===== src/thp_sensor_compensation_defines.svh =====
// ----------------------------------------------------------------------------
// thp sensor compensation assertion macros
// concurrent check wrappers, compiled out when SYNTH is defined
// ----------------------------------------------------------------------------
`ifndef THP_SENSOR_COMPENSATION_DEFINES_SVH
`define THP_SENSOR_COMPENSATION_DEFINES_SVH

`ifndef SYNTH
// property that must hold at every clock edge out of reset
`define THP_ASSERT(name, prop, msg) \
	name: assert property (@(posedge clk) disable iff (!arst_n) prop) else $error(msg);
// condition that must hold in the cycle after a trigger
`define THP_ASSERT_NEXT(name, trig, cons, msg) \
	name: assert property (@(posedge clk) disable iff (!arst_n) trig |=> cons) else $error(msg);
`else
`define THP_ASSERT(name, prop, msg)
`define THP_ASSERT_NEXT(name, trig, cons, msg)
`endif

`endif


===== src/thp_dly.sv =====
// ----------------------------------------------------------------------------
// thp delay line
// stall-aware shift line that keeps side values aligned with the datapath
// ----------------------------------------------------------------------------
module thp_dly #(
	parameter int W = 64,
	parameter int N = 1
) (
	input  logic         clk,
	input  logic         ce,
	input  logic [W-1:0] d,
	output logic [W-1:0] q
);
	logic [W-1:0] tap_s [N];

	always_ff @(posedge clk) begin
		if (ce) begin
			tap_s[0] <= d;
			for (int i = 1; i < N; i++) begin
				tap_s[i] <= tap_s[i-1];
			end
		end
	end

	assign q = tap_s[N-1];
endmodule


===== config.mk =====
export PLATFORM = sky130hd
export DESIGN_NAME = thp_dly
export DESIGN_NICKNAME = d
export VERILOG_FILES = /design/src/thp_sensor_compensation_defines.svh /design/src/thp_dly.sv
export SDC_FILE = /design/constraint.sdc
export NUM_CORES = 1
export LEC_CHECK = 0
export BUFFER_PORTS_ARGS = -buffer_cell sky130_fd_sc_hd__clkbuf_2
export CORE_MARGIN = 10
export CORE_UTILIZATION = 30
export DETAILED_ROUTE_END_ITERATION = 16
export PLACE_DENSITY_LB_ADDON = 0.05
export SLEW_MARGIN = 20
export SYNTH_ARGS = -nofsm -noshare
export SYNTH_HDL_FRONTEND = slang
export SYNTH_SLANG_ARGS = --single-unit

===== constraint.sdc =====
create_clock -name clk -period 1.01 [get_ports clk]
set_clock_uncertainty 0.2 [all_clocks]
set_input_delay 0.101 -clock clk [delete_from_list [all_inputs] [get_ports clk]]
set_output_delay 0.101 -clock clk [all_outputs]
set_load 0.02 [all_outputs]

==> impl_metrics.ini <==
[clock_tree]
cts_buffers = 9
cts_tree = yes
clk_pin_slew_ns = 0.07
cts_buffer_depth = 2
cts_setup_buffers = 0
clock-sinks = 64
htree_levels = 3
cts_root_buf = clkbuf_8

[route]
vias = 1402
dr.first_iter.drc_count = 34
wl_per_cell_um = 16.24
ant_nets = 0
drc = 0
viasPerCell = 3.983
dr.pass1.iters = 4
drt-total-wl_mm = 5.717

[final_layout]
top_register = tap_s
nNetsFinal = 336
post-route-util_pct = 61.59
antennaDiodeCount = 0
drive_gt1_share_pct = 52.36
largest_reg_flops = 64
design_area_um2 = 3866
instances_no_fill = 352
num-multi-input-gates = 0
largest_registers = tap_s: 64 flops
syn_to_final_growth_pct = 101.2
multiInputGateArea_um2 = 0

[yosys]
synthesis.instances = 64
synth_nets = 130
synthTopCellsByArea = edfxtp_1
yosys.area.top_type = edfxtp_1
synth_top_cell_area_share_pct = 100.0
seq_area_frac_synth_pct = 100.0
yosys_warnings = 0
synth-main-ff-cell = edfxtp_1
synth_edf_count = 64
ys_types = 1
syn_area_per_cell_um2 = 30.03
synth_seq_cells = 64
syn_area_um2 = 1922
synthArstFlopShare_pct = 0
ys_top_cells_by_count = edfxtp_1
synth.most_common_cell = edfxtp_1

[sta]
period_needed_ns = 1.173
fin_worst_hold_slack_ns = 0.06515
grt_setup_unrepaired = yes
final-hold-violation-count = 0
tightestPinTransition_ns = 0.1854
fmax_mhz = 852.2
setup_viol_count_final = 64
setup_slack_ns = -0.1634
period_share_pct = 116.2
slew-limit-headroom_pct = 87.64
drv_slew = 0

[critical_path]
slowest_stage = edfxtp_1
cp_max_fo = 1
crit_type = flop to output pin
path_cells = buf_6
cp.buffers_inverters = 1
critPathCaptureType = output pin
arrival_ns = 0.87
max_stage_delay_ns = 0.40
crit_required_ns = 0.71
cp_top_family = flip-flops
cp-start-kind = flop

[global_routing]
grt_max_degree = 35
grt_pass1_wl_mm = 8.500
overflow = 0
grt_pass1_vias = 1664
antenna_found_initial = 0
track_usage_pct = 11.21

[place]
dpl.cell_count = 272
numPortBuffers = 129
dp_slack_ns = 0.006848
placedInstanceArea_um2 = 2704
gp_congestion = 0.6864

[run_status]
violations = negative setup slack
status = finished with violations

[floorplanning]
coreArea_um2 = 6277
num_io_pins = 130
fp.dieH_um = 100.0
start_util_pct = 30.62
die_area_um2 = 10010
num_rows = 29
die_w_um = 100.0

[worst_hold_path]
hp-class = input pin to flop

[power]
power_density_nw_per_um2 = 1581
vdd_ir_drop_max_mv = 0.9421
total_leakage_power_nw = 1.630

[job]
cap_violations = 0
==> repair_timing <==
item / 4_1_cts / 5_1_grt
resized for setup: 2 / 177
setup endpoints to repair: 64 / 64
hold buffers: 64 / 0
hold endpoints to repair: 64 / 0
==> path summary, 6_finish.rpt <==
kind                      endpoint  depth (start not counted)  slack, ns          from
worst min-delay path  tap_s[0][30]                          2       0.07            ce
worst max-delay path         q[25]                          1      -0.16  tap_s[0][25]
==> cell type report <==
cell class	count	area [um2]
tap	77	96.34
clock buffer	9	123.9
timing repair buffer	195	1685
sequential	64	1922
clock inverter	7	38.79
fill	482	2411
==> cell usage in the layout, fill, tap and decap left out <==
| cell type | count |
|---|---|
| edfxtp_1 | 64 |
| clkinv_1 | 3 |
| dlygate4sd3_1 | 64 |
| clkinv_2 | 1 |
| clkbuf_2 | 65 |
| clkinvlp_4 | 3 |
| buf_6 | 56 |
| buf_12 | 2 |
| clkbuf_8 | 10 |
| buf_2 | 7 |
==> kinds of logic (layout without fill, tap and decap cells) <==
kind of cell,after synthesis,in the layout,share of synthesized area (%)
buf+inv,0,211,0
flops,64,64,100.0
==> per-layer routing <==
layer  up-vias  part of all wire [%]  track usage (%)
met2        73                    55            18.77
met1       649                    33            10.92
met3         8                    11            6.319
met5         -                     0                0
met4         0                   1.2            5.543
li1        672                     -                -
==> stage by stage <==
| stage | total power [mW] | TNS, ns |
|---|---|---|
| finish | 6.111 | -9.185 |
| global route | 6.411 | -12.27 |
| CTS | 5.956 | -10.85 |
| detailed placement | 3.951 | 0 |
| global placement | 3.929 | 0 |
| floorplan | 3.545 | 0 |
==> power by group <==
group	leakage, nW	internal (mW)	switching [mW]
Combinational	0.930	0.601	0.477
Sequential	0.626	3.16	0.0879
Clock	0.0738	0.858	0.927
Power figures use the tool's default switching activity.
